<file path="src/hw/rtl/upd_pkg.sv">
`timescale 1ns / 1ps

package upd_pkg;

  // Byte constants of the form-urlencoded syntax
  localparam logic [7:0] CHAR_PLUS  = 8'h2B;
  localparam logic [7:0] CHAR_PCT   = 8'h25;
  localparam logic [7:0] CHAR_AMP   = 8'h26;
  localparam logic [7:0] CHAR_SPACE = 8'h20;
  localparam logic [7:0] CHAR_CR    = 8'h0D;
  localparam logic [7:0] CHAR_LF    = 8'h0A;
  localparam logic [7:0] CHAR_TAB   = 8'h09;

  localparam logic [7:0] MAX_OUT_RESET = 8'd31;
  localparam int SOURCE_MAX_DEFAULT = 256;
  localparam int QUEUE_DEPTH = 2;
  localparam int CONSUMED_W = 9;

  // Decoder position inside a value
  typedef enum logic [1:0] {
    PH_PLAIN,
    PH_HI,
    PH_LO
  } phase_t;

  // Byte class found by the front end
  typedef enum logic [1:0] {
    CLS_PLAIN,
    CLS_PLUS,
    CLS_PCT,
    CLS_TERM
  } byte_class_t;

  // One classified source byte as it waits in the queue
  typedef struct packed {
    logic [7:0]  data;
    logic        last;
    byte_class_t cls;
    logic        hex_ok;
    logic [3:0]  nibble;
  } item_t;

endpackage

</file>
<file path="src/hw/rtl/upd_front.sv">
`timescale 1ns / 1ps

module upd_front
  import upd_pkg::*;
(
  input  logic [7:0] in_byte,
  input  logic       last_byte,
  output item_t      item
);

  logic       is_digit;
  logic       is_lower;
  logic       is_upper;
  logic [7:0] nib_wide;

  // Classify the hex digit value
  always_comb begin
    is_digit = (in_byte >= 8'h30) && (in_byte <= 8'h39);
    is_lower = (in_byte >= 8'h61) && (in_byte <= 8'h66);
    is_upper = (in_byte >= 8'h41) && (in_byte <= 8'h46);
    if (is_digit) begin
      nib_wide = in_byte - 8'h30;
    end else if (is_lower) begin
      nib_wide = in_byte - 8'h57;
    end else if (is_upper) begin
      nib_wide = in_byte - 8'h37;
    end else begin
      nib_wide = 8'h00;
    end
  end

  // Build the queue word
  always_comb begin
    item.data   = in_byte;
    item.last   = last_byte;
    item.hex_ok = is_digit || is_lower || is_upper;
    item.nibble = nib_wide[3:0];
    if (in_byte == CHAR_SPACE || in_byte == CHAR_AMP || in_byte == CHAR_CR ||
        in_byte == CHAR_LF || in_byte == CHAR_TAB) begin
      item.cls = CLS_TERM;
    end else if (in_byte == CHAR_PCT) begin
      item.cls = CLS_PCT;
    end else if (in_byte == CHAR_PLUS) begin
      item.cls = CLS_PLUS;
    end else begin
      item.cls = CLS_PLAIN;
    end
  end

endmodule

</file>
<file path="src/hw/rtl/upd_queue.sv">
`timescale 1ns / 1ps

module upd_queue
  import upd_pkg::*;
(
  input  logic  clk,
  input  logic  rst,
  input  logic  push,
  input  item_t push_item,
  input  logic  pop,
  output item_t head,
  output logic  empty,
  output logic  full
);

  localparam int AW = (QUEUE_DEPTH > 1) ? $clog2(QUEUE_DEPTH) : 1;
  localparam int CW = $clog2(QUEUE_DEPTH + 1);

  item_t          slots [QUEUE_DEPTH];
  logic [AW-1:0]  wr_ptr;
  logic [AW-1:0]  rd_ptr;
  logic [CW-1:0]  count;

  assign empty = (count == '0);
  assign full  = (count == CW'(QUEUE_DEPTH));
  assign head  = slots[rd_ptr];

  // Store the pushed word
  always_ff @(posedge clk) begin
    if (push) begin
      slots[wr_ptr] <= push_item;
    end
  end

  // Advance pointers and the fill count
  always_ff @(posedge clk) begin
    if (rst) begin
      wr_ptr <= '0;
      rd_ptr <= '0;
      count  <= '0;
    end else begin
      if (push) begin
        wr_ptr <= (wr_ptr == AW'(QUEUE_DEPTH - 1)) ? '0 : wr_ptr + 1'b1;
      end
      if (pop) begin
        rd_ptr <= (rd_ptr == AW'(QUEUE_DEPTH - 1)) ? '0 : rd_ptr + 1'b1;
      end
      if (push && !pop) begin
        count <= count + 1'b1;
      end else if (pop && !push) begin
        count <= count - 1'b1;
      end
    end
  end

`ifndef ASSERT_OFF
  a_no_overflow: assert property (@(posedge clk) disable iff (rst)
    full && !pop |-> !push)
    else $error("queue pushed while full");
  a_no_underflow: assert property (@(posedge clk) disable iff (rst)
    empty |-> !pop)
    else $error("queue popped while empty");
  a_count_bound: assert property (@(posedge clk) disable iff (rst)
    count <= CW'(QUEUE_DEPTH))
    else $error("queue count beyond depth");
`endif

endmodule

</file>
<file path="src/hw/rtl/upd_back.sv">
`timescale 1ns / 1ps

module upd_back
  import upd_pkg::*;
#(
  parameter int SOURCE_MAX = SOURCE_MAX_DEFAULT
) (
  input  logic       clk,
  input  logic       rst,
  input  logic [7:0] max_out,
  input  item_t      head,
  input  logic       empty,
  output logic       pop,
  output logic       res_valid,
  input  logic       res_stall,
  output logic [7:0] out_byte,
  output logic       out_valid,
  output logic       finished,
  output logic       failed,
  output logic [CONSUMED_W-1:0] consumed
);

  localparam int SW = $clog2(SOURCE_MAX + 1);
  localparam int XW = (SW > CONSUMED_W) ? SW : CONSUMED_W;
  localparam logic [SW-1:0] SRC_LAST = SW'(SOURCE_MAX - 1);

  phase_t          phase;
  phase_t          phase_next;
  logic [3:0]      high_nibble;
  logic [7:0]      out_count;
  logic [SW-1:0]   src_count;

  logic            src_end;
  logic [SW-1:0]   src_plus;
  logic [8:0]      out_plus;
  logic            limit_hit;
  logic            limit_full;

  logic [7:0]      r_byte;
  logic            r_valid;
  logic            r_fin;
  logic            r_fail;
  logic [SW-1:0]   r_cons;
  logic            src_inc;
  logic            out_inc;
  logic            nib_load;
  logic [XW-1:0]   cons_ext;

  // Take a word whenever the result register is free or draining
  assign pop = !empty && (!res_valid || !res_stall);

  assign src_end    = head.last || (src_count >= SRC_LAST);
  assign src_plus   = src_count + 1'b1;
  assign out_plus   = {1'b0, out_count} + 9'd1;
  assign limit_hit  = out_plus >= {1'b0, max_out};
  assign limit_full = out_count >= max_out;

  // Next phase
  always_comb begin
    phase_next = phase;
    unique case (phase)
      PH_HI: begin
        phase_next = (!head.hex_ok || src_end) ? PH_PLAIN : PH_LO;
      end
      PH_LO: begin
        phase_next = PH_PLAIN;
      end
      default: begin
        if (!limit_full && head.cls == CLS_PCT && !src_end) begin
          phase_next = PH_HI;
        end else begin
          phase_next = PH_PLAIN;
        end
      end
    endcase
  end

  // Result and counter updates
  always_comb begin
    r_byte   = 8'h00;
    r_valid  = 1'b0;
    r_fin    = 1'b0;
    r_fail   = 1'b0;
    r_cons   = '0;
    src_inc  = 1'b0;
    out_inc  = 1'b0;
    nib_load = 1'b0;
    unique case (phase)
      PH_HI: begin
        if (!head.hex_ok || src_end) begin
          r_fin  = 1'b1;
          r_fail = 1'b1;
        end else begin
          src_inc  = 1'b1;
          nib_load = 1'b1;
        end
      end
      PH_LO: begin
        if (!head.hex_ok) begin
          r_fin  = 1'b1;
          r_fail = 1'b1;
        end else begin
          r_byte  = {high_nibble, head.nibble};
          r_valid = 1'b1;
          src_inc = 1'b1;
          out_inc = 1'b1;
          if (src_end || limit_hit) begin
            r_fin  = 1'b1;
            r_cons = src_plus;
          end
        end
      end
      default: begin
        if (limit_full || head.cls == CLS_TERM) begin
          r_fin  = 1'b1;
          r_cons = src_count;
        end else if (head.cls == CLS_PCT) begin
          if (src_end) begin
            r_fin  = 1'b1;
            r_fail = 1'b1;
          end else begin
            src_inc = 1'b1;
          end
        end else begin
          r_byte  = (head.cls == CLS_PLUS) ? CHAR_SPACE : head.data;
          r_valid = 1'b1;
          src_inc = 1'b1;
          out_inc = 1'b1;
          if (src_end || limit_hit) begin
            r_fin  = 1'b1;
            r_cons = src_plus;
          end
        end
      end
    endcase
  end

  assign cons_ext = XW'(r_cons);

  // Advance the value state; a finish starts a new value
  always_ff @(posedge clk) begin
    if (rst) begin
      phase       <= PH_PLAIN;
      high_nibble <= 4'h0;
      out_count   <= 8'h00;
      src_count   <= '0;
    end else if (pop) begin
      if (r_fin) begin
        phase       <= PH_PLAIN;
        high_nibble <= 4'h0;
        out_count   <= 8'h00;
        src_count   <= '0;
      end else begin
        phase <= phase_next;
        if (nib_load) begin
          high_nibble <= head.nibble;
        end
        if (out_inc) begin
          out_count <= out_plus[7:0];
        end
        if (src_inc) begin
          src_count <= src_plus;
        end
      end
    end
  end

  // Hold the result word until taken
  always_ff @(posedge clk) begin
    if (rst) begin
      res_valid <= 1'b0;
    end else if (pop) begin
      res_valid <= 1'b1;
    end else if (!res_stall) begin
      res_valid <= 1'b0;
    end
  end

  always_ff @(posedge clk) begin
    if (pop) begin
      out_byte  <= r_byte;
      out_valid <= r_valid;
      finished  <= r_fin;
      failed    <= r_fail;
      consumed  <= r_fail ? '0 : cons_ext[CONSUMED_W-1:0];
    end
  end

`ifndef ASSERT_OFF
  a_fail_shape: assert property (@(posedge clk) disable iff (rst)
    res_valid && failed |-> finished && !out_valid && consumed == '0)
    else $error("failed result not shaped as a finish");
  a_finish_clears: assert property (@(posedge clk) disable iff (rst)
    pop && r_fin |=> phase == PH_PLAIN && src_count == '0 && out_count == 8'h00)
    else $error("value state not cleared after finish");
  a_hold_when_stalled: assert property (@(posedge clk) disable iff (rst)
    res_valid && res_stall |=> res_valid && $stable(out_byte) && $stable(consumed))
    else $error("stalled result changed");
  a_src_bound: assert property (@(posedge clk) disable iff (rst)
    src_count <= SRC_LAST)
    else $error("source count beyond bound");
`endif

endmodule

</file>
<file path="src/hw/rtl/url_percent_decoder.sv">
`timescale 1ns / 1ps

// Streaming form-urlencoded value decoder. Source bytes enter on the in_valid/in_stall
// channel, one word per cycle while in_stall is low, and each one yields exactly one
// result word: the decoded byte if any, plus finished/failed flags and the consumed
// source count at a finish. Throughput is one byte per clock while res_stall is low.
// Each byte is classified combinationally and written into a two-entry queue; the decode
// state update then loads the result register from the queue head once that register is
// free or being taken. The queue lets the input keep flowing for two words while the
// result side is stalled. max_out is written on the cfg channel, which is always ready;
// write it only while no words are in flight. There is no clearing pass after reset.
module url_percent_decoder
  import upd_pkg::*;
#(
  parameter int SOURCE_MAX = SOURCE_MAX_DEFAULT
) (
  input  logic       clk,
  input  logic       rst,
  input  logic       in_valid,
  output logic       in_stall,
  input  logic [7:0] in_byte,
  input  logic       last_byte,
  output logic       res_valid,
  input  logic       res_stall,
  output logic [7:0] out_byte,
  output logic       out_valid,
  output logic       finished,
  output logic       failed,
  output logic [CONSUMED_W-1:0] consumed,
  input  logic       cfg_valid,
  output logic       cfg_ready,
  input  logic [7:0] max_out
);

  logic [7:0] max_out_q;
  item_t      front_item;
  item_t      head;
  logic       q_empty;
  logic       q_full;
  logic       q_pop;
  logic       q_push;

  assign cfg_ready = 1'b1;
  assign in_stall  = q_full;
  assign q_push    = in_valid && !q_full;

  // Hold the output limit register
  always_ff @(posedge clk) begin
    if (rst) begin
      max_out_q <= MAX_OUT_RESET;
    end else if (cfg_valid && cfg_ready) begin
      max_out_q <= max_out;
    end
  end

  upd_front u_front (
    .in_byte   (in_byte),
    .last_byte (last_byte),
    .item      (front_item)
  );

  upd_queue u_queue (
    .clk       (clk),
    .rst       (rst),
    .push      (q_push),
    .push_item (front_item),
    .pop       (q_pop),
    .head      (head),
    .empty     (q_empty),
    .full      (q_full)
  );

  upd_back #(
    .SOURCE_MAX (SOURCE_MAX)
  ) u_back (
    .clk       (clk),
    .rst       (rst),
    .max_out   (max_out_q),
    .head      (head),
    .empty     (q_empty),
    .pop       (q_pop),
    .res_valid (res_valid),
    .res_stall (res_stall),
    .out_byte  (out_byte),
    .out_valid (out_valid),
    .finished  (finished),
    .failed    (failed),
    .consumed  (consumed)
  );

endmodule

</file>
<file path="config.mk">
export PLATFORM = sky130hd
export DESIGN_NAME = url_percent_decoder
export DESIGN_NICKNAME = d
export VERILOG_FILES = /design/src/hw/rtl/upd_pkg.sv /design/src/hw/rtl/upd_front.sv /design/src/hw/rtl/upd_queue.sv /design/src/hw/rtl/upd_back.sv /design/src/hw/rtl/url_percent_decoder.sv
export SDC_FILE = /design/constraint.sdc
export NUM_CORES = 1
export LEC_CHECK = 0
export BUFFER_PORTS_ARGS = -buffer_cell sky130_fd_sc_hd__buf_2
export CAP_MARGIN = 40
export CORE_MARGIN = 4
export CORE_UTILIZATION = 50
export DETAILED_ROUTE_END_ITERATION = 7
export PLACE_DENSITY = 0.76
export SYNTH_ARGS = -nofsm -noshare
export SYNTH_HDL_FRONTEND = slang
export SYNTH_SLANG_ARGS = --single-unit
</file>
<file path="constraint.sdc">
create_clock -name clk -period 3.5 [get_ports clk]
set_input_delay 0.525 -clock clk [delete_from_list [all_inputs] [get_ports clk]]
set_output_delay 0.525 -clock clk [all_outputs]
set_load 0.05 [all_outputs]
</file>
==> impl_results.md, run 1 <==
- Critical path type: reg2reg
- Initial antenna violation count: 0
- Antenna-violating nets left: 0
- DP HPWL: 6803 um
- Max-slew violation count: 0
- Syn Inst Count: 432
- Via density: 5.763
- Slowest-stage cell, CP: or4_1
- Layout area overhead: 14.53%
- Num CTS Buffers: 9
- Layout cells sized above 1: 18.09%
- Period utilisation layout: 95.63%
- Reg2reg end: u_back.high_nibble[3]
- Syn. warnings: 0
- Die Wd: 102.9 um
- Synth area leaders: edfxtp_1 (35%), dfxtp_1 (16%), ha_1 (7.2%)
- R2R Setup Slk: 0.15 ns
- Switching Fraction: 40.86%
- Total Power: 0.003700 W
- Max H-tree Level: 3
- Layout Skew: 0.009561 ns
- First-pass GRT wire length: 15930 um
- Iter 0 DRT Violations: 154
- Placed cells: 579
- Post-synth EDFFs: 52
- Fmax: 298.8 MHz
- Max-Cap Viols: 0
- Cell breakdown of the critical path: and2_1 -> nand4_1 -> nor2_1 -> xor2_1 -> ha_1 -> and3_1 -> a221oi_2 -> o31a_1 -> a32oi_2 -> o21ai_4 -> inv_2 -> or4_1 -> a31oi_1
- Cell Int Power: 0.002188 W
- Worst setup path end: u_back.high_nibble[3]
- Layout Nets: 535
- Reg2reg start: u_back.out_count[3]
- # fillers: 759
- Worst path required time: 3.79 ns
- Synth Register Bits: 89
- Crit path from: u_back.out_count[3]
- Final instance area: 5159 um^2
- Gate power share: 39.3%
- Top cell type's share of synthesized area: 34.67%
- Ys async rst share: 0%
- Vias: 3458
- Total Wirelength: 9549 um
- Final setup vio count: 0
- Max stage delay on crit path: 0.50 ns
- IO buf count: 43
- Pwr/cell area: 717.3 nW/um^2
- Net switching power: 0.001512 W
- Core area: 8763 um^2
- Ant. Diodes: 0
- CTS sink count: 89
- Worst relative slew slack: 49.18%
- Largest net degree at the start of global routing: 30
- Placed Instance Area: 4872 um^2
- Routed len/inst: 15.92 um
- Sequential power share: 39.1%
- Hold Path Class: in2reg
- Synth unique cells: 61
- Clk pwr share: 21.6%
- Remaining global-route overflow: 0
- Post-route DRC: 0
- VDD IR max: 0.0003781 V
- CTS tree: done
- Vias in the first global route: 3360
- Clk_lat worst skew: 0.36 ns
- Rows: 34
- Overall Global Routing Usage: 19.32%
- Endpoints failing hold: 0
- Synth Flop Type: edfxtp_1
- First-pass DRT Iterations: 4
- Leak: 2.038 nW
- Mean area per synthesized cell: 10.43 um^2
- Setup crit start kind: flip-flop
- Non-Filler Instances: 600
- GP Congestion: 0.8846
- Status: finished clean
- Die height: 102.9 um
- Largest area contributor in the netlist: edfxtp_1
- Arr. time, crit path: 3.64 ns
- Num ports: 45
- Worst-path maximum fanout: 8
- Post-Syn Area: 4504 um^2
- Die area: 10590 um^2
- Clock root buffer: clkbuf_8
- Tightest Pin Transition: 0.7623 ns
- Initial Util: 51.40%
- Worst-path clk slew: 0.10 ns
- Mapped Nets: 480
- CTS Buffer Depth: 2
- Min Tclk post-route: 3.347 ns
- Worst r2r path cells: 13
- Crit. End Element: flip-flop
- Post-synthesis sequential area ratio: 51.11%
-- how the worst min path moves through the flow --
stage                         start                   to  slack [ns]  cells after the start
global placement    u_back.phase[1]      u_back.phase[1]        0.46                      2
floorplan           u_back.phase[1]      u_back.phase[1]        0.45                      2
finish                    last_byte  u_queue.slots[0][7]        0.36                      1
global route              last_byte  u_queue.slots[0][7]        0.35                      1
detailed placement  u_back.phase[0]      u_back.phase[0]        0.47                      2
CTS                       last_byte  u_queue.slots[0][7]        0.35                      1
-- kinds of logic after synthesis --
kind of cell / synth area share, %
buf+inv: 4.694
fa+ha+maj: 7.222
xor+xnor: 1.944
compound gates: 15.03
simple gates: 14.67
flops: 51.11
mux: 5.250
other cells: 0.08325
-- per-stage QoR --
stage	util, %	hold slack (ns)	worst slack (ns)	TNS [ns]
finish	58.87	0.3594	0.1528	0
global route	58.87	0.3495	-0.05428	-0.2453
CTS	58.17	0.3487	0.02106	0
detailed placement	55.60	0.4669	0.03692	0
global placement	55.60	0.4611	0.1618	0
floorplan	-	0.4486	0.3823	0
-- registers in the layout, indices dropped and copies added (netlist names), 2 cells and up, named ones only --
register / cells
u_queue.slots: 32
u_back.consumed: 9
u_queue.count: 2
u_back.src_count: 9
u_back.high_nibble: 4
max_out_q: 8
u_back.phase: 2
u_back.out_byte: 8
u_back.out_count: 8
-- layout make-up --
type	count	area (um^2)	share of cell area, %
Multi-Input combinational cell	290	2012	39.00
Tap cell	108	135.1	2.619
Sequential cell	89	2305	44.68
Clock inverter	7	101.3	1.965
Inverter	37	138.9	2.692
Clock buffer	9	123.9	2.401
Timing Repair Buffer	60	342.8	6.646
-- power groups by stage --
stage	combinational, W	sequential, W	clock, W
floorplan	0.000716	0.00181	0
global placement	0.00142	0.00146	0
detailed placement	0.00144	0.00147	0
CTS	0.00145	0.00145	0.000808
global route	0.00158	0.00147	0.000854
finish	0.00146	0.00145	0.000799
-- worst max-delay path: cells and delay by family (launching register included) --
kind                     cells  cell delay, ns
AO/OA/AOI/OAI                5            1.07
XOR/XNOR                     1            0.22
flip-flops                   1            0.35
adder cells (fa/ha/maj)      1            0.28
buffers and inverters        1            0.10
AND/OR/NAND/NOR              5            1.26
-- Yosys cell counts, drive strengths merged (7+ instances only) --
cell type,number
mux2i,21
a31oi,7
o21ai,18
nand3,24
nand2,34
a21oi,22
dfxtp,37
clkbuf,11
nand4,7
o32ai,8
inv,36
nor3,10
or4,8
nor2,25
ha,26
edfxtp,52
-- cells in the final DEF, fill, tap and decap left out, drive strengths merged, types with 3 or more instances in the layout --
cell and instances:
buf 60, edfxtp 52, inv 38, dfxtp 37, nand2 34, ha 26
nor2 25, nand3 24, a21oi 22, mux2i 21, o21ai 18, nor3 10
clkbuf 9, o32ai 8, or4 8, nand4 7, a31oi 7, a211oi 6
o211ai 5, xor2 5, xnor2 5, o22ai 5, or3 5, o31ai 4
o21a 4, nand2b 4, a21o 4, clkinv 4, and3 3, o2bb2ai 3
-- repair_timing --
item	in CTS	in global routing
hold buffers	0	0
endpoints found under the setup margin	0	16
setup buffers	0	5
resized for setup	0	5
endpoints found under the hold margin	0	0
-- layer usage --
metal	track usage [%]	vias up	part of all wire (%)
met3	2.909	17	4.6
met5	0	-	0
li1	-	1713	-
met4	7.470	0	1.9
met2	33.30	95	50
met1	24.44	1633	43
(Power assumes the default switching activity.)
==> inputs of run 2 (changes only) <==
Settings changed: CTS_BUF_LIST set to sky130_fd_sc_hd__clkbuf_16.
Clock period 3.5 ns to 3.3 ns, I/O delays scaled along.
==> impl_results.md, run 2 (synthesis gave the netlist of run 1 again) <==
- Core area: 8763 um^2
- Final core occ: 61.19%
- Worst relative slew slack: 50.18%
- Endpoints failing hold: 0
- Fmax: 305.6 MHz
- CTS tree: done
- Setup crit start kind: flip-flop
- Max-slew violation count: 0
- Clk pwr share: 24.7%
- Crit. End Element: flip-flop
- Via density: 5.787
- First-pass DRT Iterations: 5
- Worst-path clk slew: 0.07 ns
- Max-Cap Viols: 0
- Iter 0 DRT Violations: 201
- Layout Nets: 540
- GP Congestion: 0.8992
- DP HPWL: 6730 um
- Leak: 2.110 nW
- CTS Buffer Depth: 2
- Num ports: 45
- Rows: 34
- CTS sink count: 89
- Die area: 10590 um^2
- Vias: 3501
- Vias in the first global route: 3284
- VDD IR max: 0.0004237 V
- Post-route DRC: 0
- Num CTS Buffers: 9
- Initial antenna violation count: 0
- Layout cells sized above 1: 21.73%
- Arr. time, crit path: 3.54 ns
- Cell Int Power: 0.002541 W
- Status: finished clean
- Final setup vio count: 0
- Hold Slack: 0.3472 ns
- Remaining global-route overflow: 0
- Commonest cells after routing, fill and taps aside: edfxtp_1 (52), buf_2 (43), inv_1 (35), dfxtp_1 (35), nand2_1 (34)
- Clock root buffer: clkbuf_16
- Clk_lat worst skew: 0.35 ns
- Worst slack at placement: -0.02547 ns
- Initial Util: 51.40%
- Total Wirelength: 9858 um
- Pwr/cell area: 785.6 nW/um^2
- Regs by FF count: u_queue.slots (32), u_back.consumed (9), u_back.src_count (9)
- Max H-tree Level: 3
- Max FFs per register: 32
- IO buf count: 43
- Overall Global Routing Usage: 19.22%
- First-pass GRT wire length: 15650 um
- Switching Fraction: 39.68%
- Min Tclk post-route: 3.272 ns
- Net switching power: 0.001672 W
- Layout Skew: 0.007074 ns
- Largest net degree at the start of global routing: 30
- Cts hold-fix bufs: 0
- Worst-path maximum fanout: 8
- Die Wd: 102.9 um
- Routed len/inst: 16.29 um
- Worst path required time: 3.57 ns
- Antenna-violating nets left: 0
- Gate power share: 38.8%
- Critical path type: reg2reg
- Register with the most flip-flops: u_queue.slots
- Sequential power share: 36.5%
- Most common cell after layout, fill and taps aside: edfxtp_1
- Period utilisation layout: 99.15%
- Hold Path Class: in2reg
- Layout area overhead: 19.06%
- Ant. Diodes: 0
- PnR worst setup slack: 0.02818 ns
- Die height: 102.9 um
- Tightest Pin Transition: 0.7473 ns
[run 2: power groups by stage]
stage | clock network [W] | logic (W) | registers (W)
after detailed placement | 0 | 0.00156 | 0.00156
final | 0.00104 | 0.00164 | 0.00154
after floorplan | 0 | 0.000759 | 0.00192
after global routing | 0.00111 | 0.00177 | 0.00156
after CTS | 0.00106 | 0.00159 | 0.00154
after global placement | 0 | 0.00154 | 0.00155
[run 2: through the flow]
step / instances / power [W] / cell area, um^2 / TNS, ns
after detailed placement: 583 / 0.003123 / 4902 / -0.02995
after CTS: 600 / 0.004182 / 5234 / 0
final: 605 / 0.004213 / 5363 / 0
after global placement: 583 / 0.003092 / 4902 / 0
after floorplan: 432 / 0.002683 / 4504 / 0
after global routing: 605 / 0.004437 / 5363 / -1.194
[run 2: critical path: stages, from the launching register on]
cell,delay [ns]
dfxtp_4,0.36
and2_4,0.15
nand4_1,0.14
buf_4,0.17
buf_4,0.14
xnor2_1,0.21
ha_1,0.28
and3_4,0.17
a221oi_2,0.27
o31a_1,0.24
a32oi_2,0.14
o21ai_4,0.20
inv_4,0.08
or4_1,0.49
a31oi_1,0.16
[run 2: final timing paths]
check                 startpoint               endpoint  slack (ns)  depth (start not counted)
max          u_back.out_count[3]  u_back.high_nibble[0]        0.03                         14
min                    last_byte    u_queue.slots[0][7]        0.35                          1
max reg2reg  u_back.out_count[3]  u_back.high_nibble[0]        0.03                         14
min reg2reg     u_back.res_valid       u_back.res_valid        0.48                          2
[run 2: cell type report]
| cell class | instances | area (um^2) |
|---|---|---|
| fill | 713 | 3401 |
| sequential | 89 | 2307 |
| multi-input combinational | 290 | 2092 |
| timing repair buffer | 65 | 384.1 |
| clock buffer | 9 | 225.2 |
| inverter | 37 | 141.4 |
| tap | 108 | 135.1 |
| clock inverter | 7 | 77.57 |
[run 2: routing by layer]
layer  vias up  global-route usage, %  part of all wire (%)
met2       115                  32.96                    51
met5         -                      0                     0
li1       1725                      -                     -
met1      1640                  23.30                    41
met3        21                  3.721                   5.5
met4         0                  8.964                   2.2
[run 2: what timing repair did]
item | 4_1_cts | 5_1_grt
setup endpoints to repair | 7 | 21
gates resized for setup | 5 | 17
buffers inserted | 1 | 5
pin swaps | 2 | 10
